[config.mk]
export PLATFORM = sky130hd
export DESIGN_NAME = bss_ctrl
export DESIGN_NICKNAME = d
export VERILOG_FILES = /design/src/bss_pkg.sv /design/src/bss_ctrl.sv
export SDC_FILE = /design/constraint.sdc
export NUM_CORES = 1
export LEC_CHECK = 0
export BUFFER_PORTS_ARGS = -buffer_cell sky130_fd_sc_hd__buf_2
export CAP_MARGIN = 40
export CORE_MARGIN = 2
export CORE_UTILIZATION = 44
export DETAILED_ROUTE_END_ITERATION = 7
export HOLD_SLACK_MARGIN = 0.15
export PLACE_DENSITY = 0.7
export SYNTH_ARGS = -nofsm -noshare
export SYNTH_HDL_FRONTEND = slang
export SYNTH_SLANG_ARGS = --single-unit
[constraint.sdc]
create_clock -name clk -period 1.25 [get_ports clk]
set_input_delay 0 -clock clk [delete_from_list [all_inputs] [get_ports clk]]
set_output_delay 0 -clock clk [all_outputs]
set_load 0.03 [all_outputs]
[src/bss_pkg.sv]
// ----------------------------------------------------------------------------
// bss_pkg
// Shared types and constants of the beat-reactive sweep unit: controller
// states, datapath commands, filter coefficients and fixed-point helpers.
// ----------------------------------------------------------------------------
package bss_pkg;

    // Fixed-point limits of the 40-bit filter values.
    localparam int COEF_BITS = 22;
    localparam logic signed [50:0] MAX40 = 51'sd549755813887;
    localparam logic signed [50:0] MIN40 = -51'sd549755813888;

    // Q22 filter coefficients.
    localparam logic signed [23:0] C_BASS_A = -24'sd3338691;
    localparam logic signed [23:0] C_BASS_B = 24'sd7509115;
    localparam logic signed [23:0] C_ENV    = 24'sd4141925;
    localparam logic signed [23:0] C_BEAT_A = -24'sd3007258;
    localparam logic signed [23:0] C_BEAT_B = 24'sd6062302;

    // Input scalings 2^22/160 and 2^22/7.015, rounded.
    localparam logic signed [23:0] K_ENV_IN =
        24'(((64'd1 << COEF_BITS) + 64'd80) / 64'd160);
    localparam logic signed [23:0] K_BEAT_IN =
        24'(((64'd1 << COEF_BITS) * 64'd1000 + 64'd3507) / 64'd7015);

    // floor(v / 50) == (v * 1311) >> 16 for every 12-bit v.
    localparam logic [10:0] Y_RECIP = 11'd1311;
    localparam int          Y_SHIFT = 16;

    localparam logic [13:0] CLAMP_TOP = 14'd4090;
    localparam logic [7:0]  JITTER_BIAS = 8'd25;

    // Reset values of the registers and of the state.
    localparam logic [9:0]  RST_SLEW_LIMIT   = 10'd130;
    localparam logic [7:0]  RST_SWEEP_MAX    = 8'd222;
    localparam logic [11:0] RST_DC_OFFSET    = 12'd1430;
    localparam logic [9:0]  RST_BEAT_RATIO   = 10'd145;
    localparam logic [9:0]  RST_BEAT_MARGIN  = 10'd45;
    localparam logic [15:0] RST_BLANK_TICKS  = 16'd3;
    localparam logic [15:0] RST_ACTIVE_TICKS = 16'd100;
    localparam logic [15:0] RST_REARM_TICKS  = 16'd2000;
    localparam logic [11:0] RST_SLEW_PREV    = 12'd2048;
    localparam logic [7:0]  RST_WINDOW_STOP  = 8'd222;

    typedef enum logic [2:0] {
        REG_SLEW_LIMIT   = 3'd0,
        REG_SWEEP_MAX    = 3'd1,
        REG_DC_OFFSET    = 3'd2,
        REG_BEAT_RATIO   = 3'd3,
        REG_BEAT_MARGIN  = 3'd4,
        REG_BLANK_TICKS  = 3'd5,
        REG_ACTIVE_TICKS = 3'd6,
        REG_REARM_TICKS  = 3'd7
    } cfg_reg_t;

    typedef enum logic [1:0] {
        PH_IDLE   = 2'd0,
        PH_BLANK1 = 2'd1,
        PH_ACTIVE = 2'd2,
        PH_BLANK2 = 2'd3
    } hold_phase_t;

    typedef enum logic [5:0] {
        S_IDLE,
        S_XB_LO, S_XB_HI, S_XB_POST,
        S_BA_LO, S_BA_HI, S_BA_POST,
        S_BB_LO, S_BB_HI, S_BB_POST,
        S_ABS,
        S_EV_LO, S_EV_HI, S_EV_POST,
        S_EF_LO, S_EF_HI, S_EF_POST,
        S_KB_LO, S_KB_HI, S_KB_POST,
        S_TA_LO, S_TA_HI, S_TA_POST,
        S_TB_LO, S_TB_HI, S_TB_POST,
        S_SUM,
        S_JR_LO, S_JR_HI, S_JR_POST,
        S_JD_LO, S_JD_HI, S_JD_POST,
        S_FINISH
    } ctrl_state_t;

    // Operand pair of the shared multiplier.
    typedef enum logic [3:0] {
        SRC_XB, SRC_BA, SRC_BB, SRC_EV, SRC_EF,
        SRC_KB, SRC_TA, SRC_TB, SRC_JR, SRC_JD
    } mul_src_t;

    // Register update of a step, mostly one that follows a product.
    typedef enum logic [3:0] {
        P_NONE, P_CAPTURE, P_XB, P_ACC, P_BASS_Y, P_ABS, P_ENV_XE,
        P_ENV_E, P_BEAT_X, P_BEAT_Y, P_SUM, P_JR, P_JD, P_FINISH
    } post_op_t;

    typedef struct packed {
        mul_src_t src;
        logic     mul_lo;
        logic     mul_hi;
        post_op_t post;
    } dp_cmd_t;

    typedef struct packed {
        logic decim_hit;
        logic sum_last;
    } dp_status_t;

    function automatic logic signed [39:0] sat40(input logic signed [50:0] v);
        logic signed [39:0] r;
        if (v > MAX40)
            r = MAX40[39:0];
        else if (v < MIN40)
            r = MIN40[39:0];
        else
            r = v[39:0];
        return r;
    endfunction

    // Shift right by 22 with rounding half toward plus infinity.
    function automatic logic signed [49:0] round22(input logic signed [71:0] p);
        logic signed [71:0] t;
        t = p + 72'sd2097152;
        return t[71:22];
    endfunction

    function automatic logic signed [47:0] ext48(input logic signed [39:0] v);
        return {{8{v[39]}}, v};
    endfunction

    function automatic logic signed [50:0] ext51(input logic signed [47:0] v);
        return {{3{v[47]}}, v};
    endfunction

endpackage

[src/bss_ctrl.sv]
// ----------------------------------------------------------------------------
// bss_ctrl
// Sequencer of the sweep unit. Steps the datapath through the filter
// products of one tick and owns the input and output handshakes.
// ----------------------------------------------------------------------------
module bss_ctrl
    import bss_pkg::*;
(
    input  logic       clk,
    input  logic       rst_n,
    input  logic       in_valid,
    output logic       in_stall,
    output logic       out_valid,
    input  logic       out_stall,
    input  dp_status_t status,
    output dp_cmd_t    cmd
);

    ctrl_state_t state_reg;
    ctrl_state_t state_next;
    logic        out_valid_reg;
    logic        out_valid_next;
    logic        out_free;

    // The result register can take a new beat when it is empty or being taken.
    assign out_free  = !(out_valid_reg && out_stall);
    assign in_stall  = (state_reg != S_IDLE);
    assign out_valid = out_valid_reg;

    always_comb
    begin
        state_next = state_reg;
        unique case (state_reg)
            S_IDLE:    if (in_valid) state_next = S_XB_LO;
            S_XB_LO:   state_next = S_XB_HI;
            S_XB_HI:   state_next = S_XB_POST;
            S_XB_POST: state_next = S_BA_LO;
            S_BA_LO:   state_next = S_BA_HI;
            S_BA_HI:   state_next = S_BA_POST;
            S_BA_POST: state_next = S_BB_LO;
            S_BB_LO:   state_next = S_BB_HI;
            S_BB_HI:   state_next = S_BB_POST;
            S_BB_POST: state_next = S_ABS;
            S_ABS:     state_next = S_EV_LO;
            S_EV_LO:   state_next = S_EV_HI;
            S_EV_HI:   state_next = S_EV_POST;
            S_EV_POST: state_next = S_EF_LO;
            S_EF_LO:   state_next = S_EF_HI;
            S_EF_HI:   state_next = S_EF_POST;
            S_EF_POST: state_next = status.decim_hit ? S_KB_LO : S_FINISH;
            S_KB_LO:   state_next = S_KB_HI;
            S_KB_HI:   state_next = S_KB_POST;
            S_KB_POST: state_next = S_TA_LO;
            S_TA_LO:   state_next = S_TA_HI;
            S_TA_HI:   state_next = S_TA_POST;
            S_TA_POST: state_next = S_TB_LO;
            S_TB_LO:   state_next = S_TB_HI;
            S_TB_HI:   state_next = S_TB_POST;
            S_TB_POST: state_next = S_SUM;
            S_SUM:     if (status.sum_last) state_next = S_JR_LO;
            S_JR_LO:   state_next = S_JR_HI;
            S_JR_HI:   state_next = S_JR_POST;
            S_JR_POST: state_next = S_JD_LO;
            S_JD_LO:   state_next = S_JD_HI;
            S_JD_HI:   state_next = S_JD_POST;
            S_JD_POST: state_next = S_FINISH;
            S_FINISH:  if (out_free) state_next = S_IDLE;
            default:   state_next = S_IDLE;
        endcase
    end

    always_comb
    begin
        cmd.src    = SRC_XB;
        cmd.mul_lo = 1'b0;
        cmd.mul_hi = 1'b0;
        cmd.post   = P_NONE;
        unique case (state_reg)
            S_IDLE:    cmd.post = in_valid ? P_CAPTURE : P_NONE;
            S_XB_LO:   begin cmd.src = SRC_XB; cmd.mul_lo = 1'b1; end
            S_XB_HI:   begin cmd.src = SRC_XB; cmd.mul_hi = 1'b1; end
            S_XB_POST: cmd.post = P_XB;
            S_BA_LO:   begin cmd.src = SRC_BA; cmd.mul_lo = 1'b1; end
            S_BA_HI:   begin cmd.src = SRC_BA; cmd.mul_hi = 1'b1; end
            S_BA_POST: cmd.post = P_ACC;
            S_BB_LO:   begin cmd.src = SRC_BB; cmd.mul_lo = 1'b1; end
            S_BB_HI:   begin cmd.src = SRC_BB; cmd.mul_hi = 1'b1; end
            S_BB_POST: cmd.post = P_BASS_Y;
            S_ABS:     cmd.post = P_ABS;
            S_EV_LO:   begin cmd.src = SRC_EV; cmd.mul_lo = 1'b1; end
            S_EV_HI:   begin cmd.src = SRC_EV; cmd.mul_hi = 1'b1; end
            S_EV_POST: cmd.post = P_ENV_XE;
            S_EF_LO:   begin cmd.src = SRC_EF; cmd.mul_lo = 1'b1; end
            S_EF_HI:   begin cmd.src = SRC_EF; cmd.mul_hi = 1'b1; end
            S_EF_POST: cmd.post = P_ENV_E;
            S_KB_LO:   begin cmd.src = SRC_KB; cmd.mul_lo = 1'b1; end
            S_KB_HI:   begin cmd.src = SRC_KB; cmd.mul_hi = 1'b1; end
            S_KB_POST: cmd.post = P_BEAT_X;
            S_TA_LO:   begin cmd.src = SRC_TA; cmd.mul_lo = 1'b1; end
            S_TA_HI:   begin cmd.src = SRC_TA; cmd.mul_hi = 1'b1; end
            S_TA_POST: cmd.post = P_ACC;
            S_TB_LO:   begin cmd.src = SRC_TB; cmd.mul_lo = 1'b1; end
            S_TB_HI:   begin cmd.src = SRC_TB; cmd.mul_hi = 1'b1; end
            S_TB_POST: cmd.post = P_BEAT_Y;
            S_SUM:     cmd.post = P_SUM;
            S_JR_LO:   begin cmd.src = SRC_JR; cmd.mul_lo = 1'b1; end
            S_JR_HI:   begin cmd.src = SRC_JR; cmd.mul_hi = 1'b1; end
            S_JR_POST: cmd.post = P_JR;
            S_JD_LO:   begin cmd.src = SRC_JD; cmd.mul_lo = 1'b1; end
            S_JD_HI:   begin cmd.src = SRC_JD; cmd.mul_hi = 1'b1; end
            S_JD_POST: cmd.post = P_JD;
            S_FINISH:  cmd.post = out_free ? P_FINISH : P_NONE;
            default:   cmd.post = P_NONE;
        endcase
    end

    always_comb
    begin
        out_valid_next = out_valid_reg;
        if (state_reg == S_FINISH && out_free)
            out_valid_next = 1'b1;
        else if (!out_stall)
            out_valid_next = 1'b0;
    end

    always_ff @(posedge clk or negedge rst_n)
    begin
        if (!rst_n)
        begin
            state_reg     <= S_IDLE;
            out_valid_reg <= 1'b0;
        end
        else
        begin
            state_reg     <= state_next;
            out_valid_reg <= out_valid_next;
        end
    end

    a_finish_waits: assert property (@(posedge clk) disable iff (!rst_n)
        state_reg == S_FINISH && out_valid_reg && out_stall |=> state_reg == S_FINISH)
        else $error("finish step left while the result register was blocked");

    a_finish_loads: assert property (@(posedge clk) disable iff (!rst_n)
        cmd.post == P_FINISH |=> out_valid_reg && state_reg == S_IDLE)
        else $error("finished beat did not reach the result register");

    a_sum_loops: assert property (@(posedge clk) disable iff (!rst_n)
        state_reg == S_SUM && !status.sum_last |=> state_reg == S_SUM)
        else $error("history sum stopped early");

    a_accept_starts: assert property (@(posedge clk) disable iff (!rst_n)
        in_valid && !in_stall |=> state_reg == S_XB_LO)
        else $error("accepted beat did not start the filter sequence");

endmodule

==> results.toml <==
[timing]
worst_slack_ps = -636
fmax_mhz = 530
post-route-period-util = 1.51
slew_violations = 0
tns_ps = -7030
worst_pin_slew_ps = 488
rsz0062_at_grt = "true"
setup_violations = 16
period_needed_ps = 1890
relSlewSlack = 0.670
hold_viol = 0
clock_skew_ps = 8.35

[worst_setup_path]
r2r-start = "state_reg[2]"
regToRegSetupSlack_ps = -500
path_class = "flop to primary output"
r2r_cells = 6
end_kind = "primary output"
cp_max_fo = 7
worst_setup_path_start_kind = "flop"
crit_arrival_ps = 1890
required_ps = 1250
r2r_end = "state_reg[0]"

[synth]
synthFlopType = "dfrtp_1"
synth_edf_count = 0
synth_top_area_cell = "dfrtp_1"
synthesis.instances = 108
syn_nets = 114
synth_warnings = 0
synth_async_sr_flop_share = 1.00
yosysSeqAreaShare = 0.222
synth.avg_cell_area_um2 = 7.30
ys_types = 43
synth_area_leaders = "dfrtp_1, xnor2_1, nand2_1"
synth.top_cell.area_share = 0.222
ys_ff_latch = 7
netlist_area_um2 = 788

[die]
die_h_um = 46.3
ios = 18
die_w_um = 46.3
initial_core_util = 0.462
coreArea_mm2 = 0.00171
die-area_mm2 = 0.00215
fp-row-count = 15

[cts]
clkSinkCount = 7
cts_buffers = 3
h-tree-depth = 1
clk_pin_slew_ps = 60
clk_latency_ps = 260
clockRootBuffer = "clkbuf_4"
cts_tree = "done"
max-clock-path-buffers = 2

[layout]
layout_commonest_cell = "buf_4"
fin_cells = 187
area_growth_syn_to_layout_pct = 96.0
mostFrequentLayoutCells = "buf_4, buf_6, nor2_1, nand2_1, buf_2"
diodes = 0
fin_nets = 169
drive_gt1_frac = 0.623
largest_reg_flops = 6

[global_route]
first_global_vias = 1020
grt_pass1_wl_um = 4680
grtUsageTotal = 0.302
antenna_found_initial = 0
grt_max_degree = 13
grt_overflow = 0

[detailed_routing]
avgRoutedWirePerCell_um = 21.2
first_pass_iters = 4
vias = 1183
post_drt_via_cell_ratio = 6.33
drt_iter0_drc = 97
ant_nets = 0
drc_errors = 0
wirelength_um = 3960

[placement]
placedCellCount = 168
dpl.hpwl_um = 1940
gp_congestion = 0.882
port_buffers = 17

[worst_hold_path]
min_to = "state_reg[0]"
min_from = "status[0]"
hp-class = "input port to flop"
whs_path_depth = 5

[outcome]
violations = "setup timing"
status = "finished, violations left"

[job]
maxCapViolations = 0
[how the worst max path moves through the flow]
stage                      start      endpoint  slack (ps)
floorplan           state_reg[2]  state_reg[0]        -450
global placement    state_reg[4]  state_reg[0]        -430
finish              state_reg[2]        cmd[0]        -640
detailed placement  state_reg[4]  state_reg[0]        -420
CTS                 state_reg[4]        cmd[0]        -570
global route        state_reg[2]        cmd[0]        -710
[metrics by stage]
step           setup WS, ps  hold slack, ps  utilization  cell area [µm²]
3_3_place_gp           -433            -164        0.685             1170
6_report               -636             296        0.905             1550
3_5_place_dp           -424            -163        0.685             1170
2_1_floorplan          -454            -296            -              896
5_1_grt                -708             368        0.905             1550
4_1_cts                -565             206        0.833             1420
[worst max-delay path: stages, from the launching register on]
cell      delay, ps
dfrtp_2         450
buf_4           160
nor2b_4         140
a21o_1          190
a221oi_2        370
o221ai_4        170
buf_6           160
[what timing repair did]
item                                    4_1_cts  5_1_grt
gates cloned                                  0        0
hold buffers                                  5        0
gates resized for setup                      42       24
endpoints found under the setup margin       16       17
hold endpoints to repair                     10        0
setup buffers                                 6        7
pin swaps                                    13        8
[synthesized netlist by cell type, types with 3 or more instances]
library cell  number
nand2_1           11
nor2_1             9
dfrtp_1            7
o21ai_0            7
a21oi_1            6
clkbuf_1           5
nand3_1            5
xnor2_1            5
buf_2              4
inv_1              4
a211oi_1           3
nor3_1             3
[area by class of cell]
type	instances	area, µm²
Clock buffer	4	26.3
Fill cell	70	163
Inverter	5	18.8
Multi-Input combinational cell	84	746
Sequential cell	7	181
Tap cell	25	31.3
Timing Repair Buffer	62	542
[cell families after synthesis]
family | Yosys count | synth area share
and+or+nand+nor | 44 | 0.306
AOI/OAI and AO/OA | 34 | 0.306
buffers and inverters | 17 | 0.0984
DFF | 7 | 0.222
xor gates and xnor gates | 6 | 0.0667
[per-layer routing]
metal,GRT usage,wire length [µm],vias to the layer above
met2,0.522,2030,92
met5,0,0,-
li1,-,-,500
met4,0.109,127,0
met1,0.362,1420,563
met3,0.0627,385,28
Power is not shown: default switching activity piles up to over one toggle a cycle in this logic, so the estimate is an artifact.
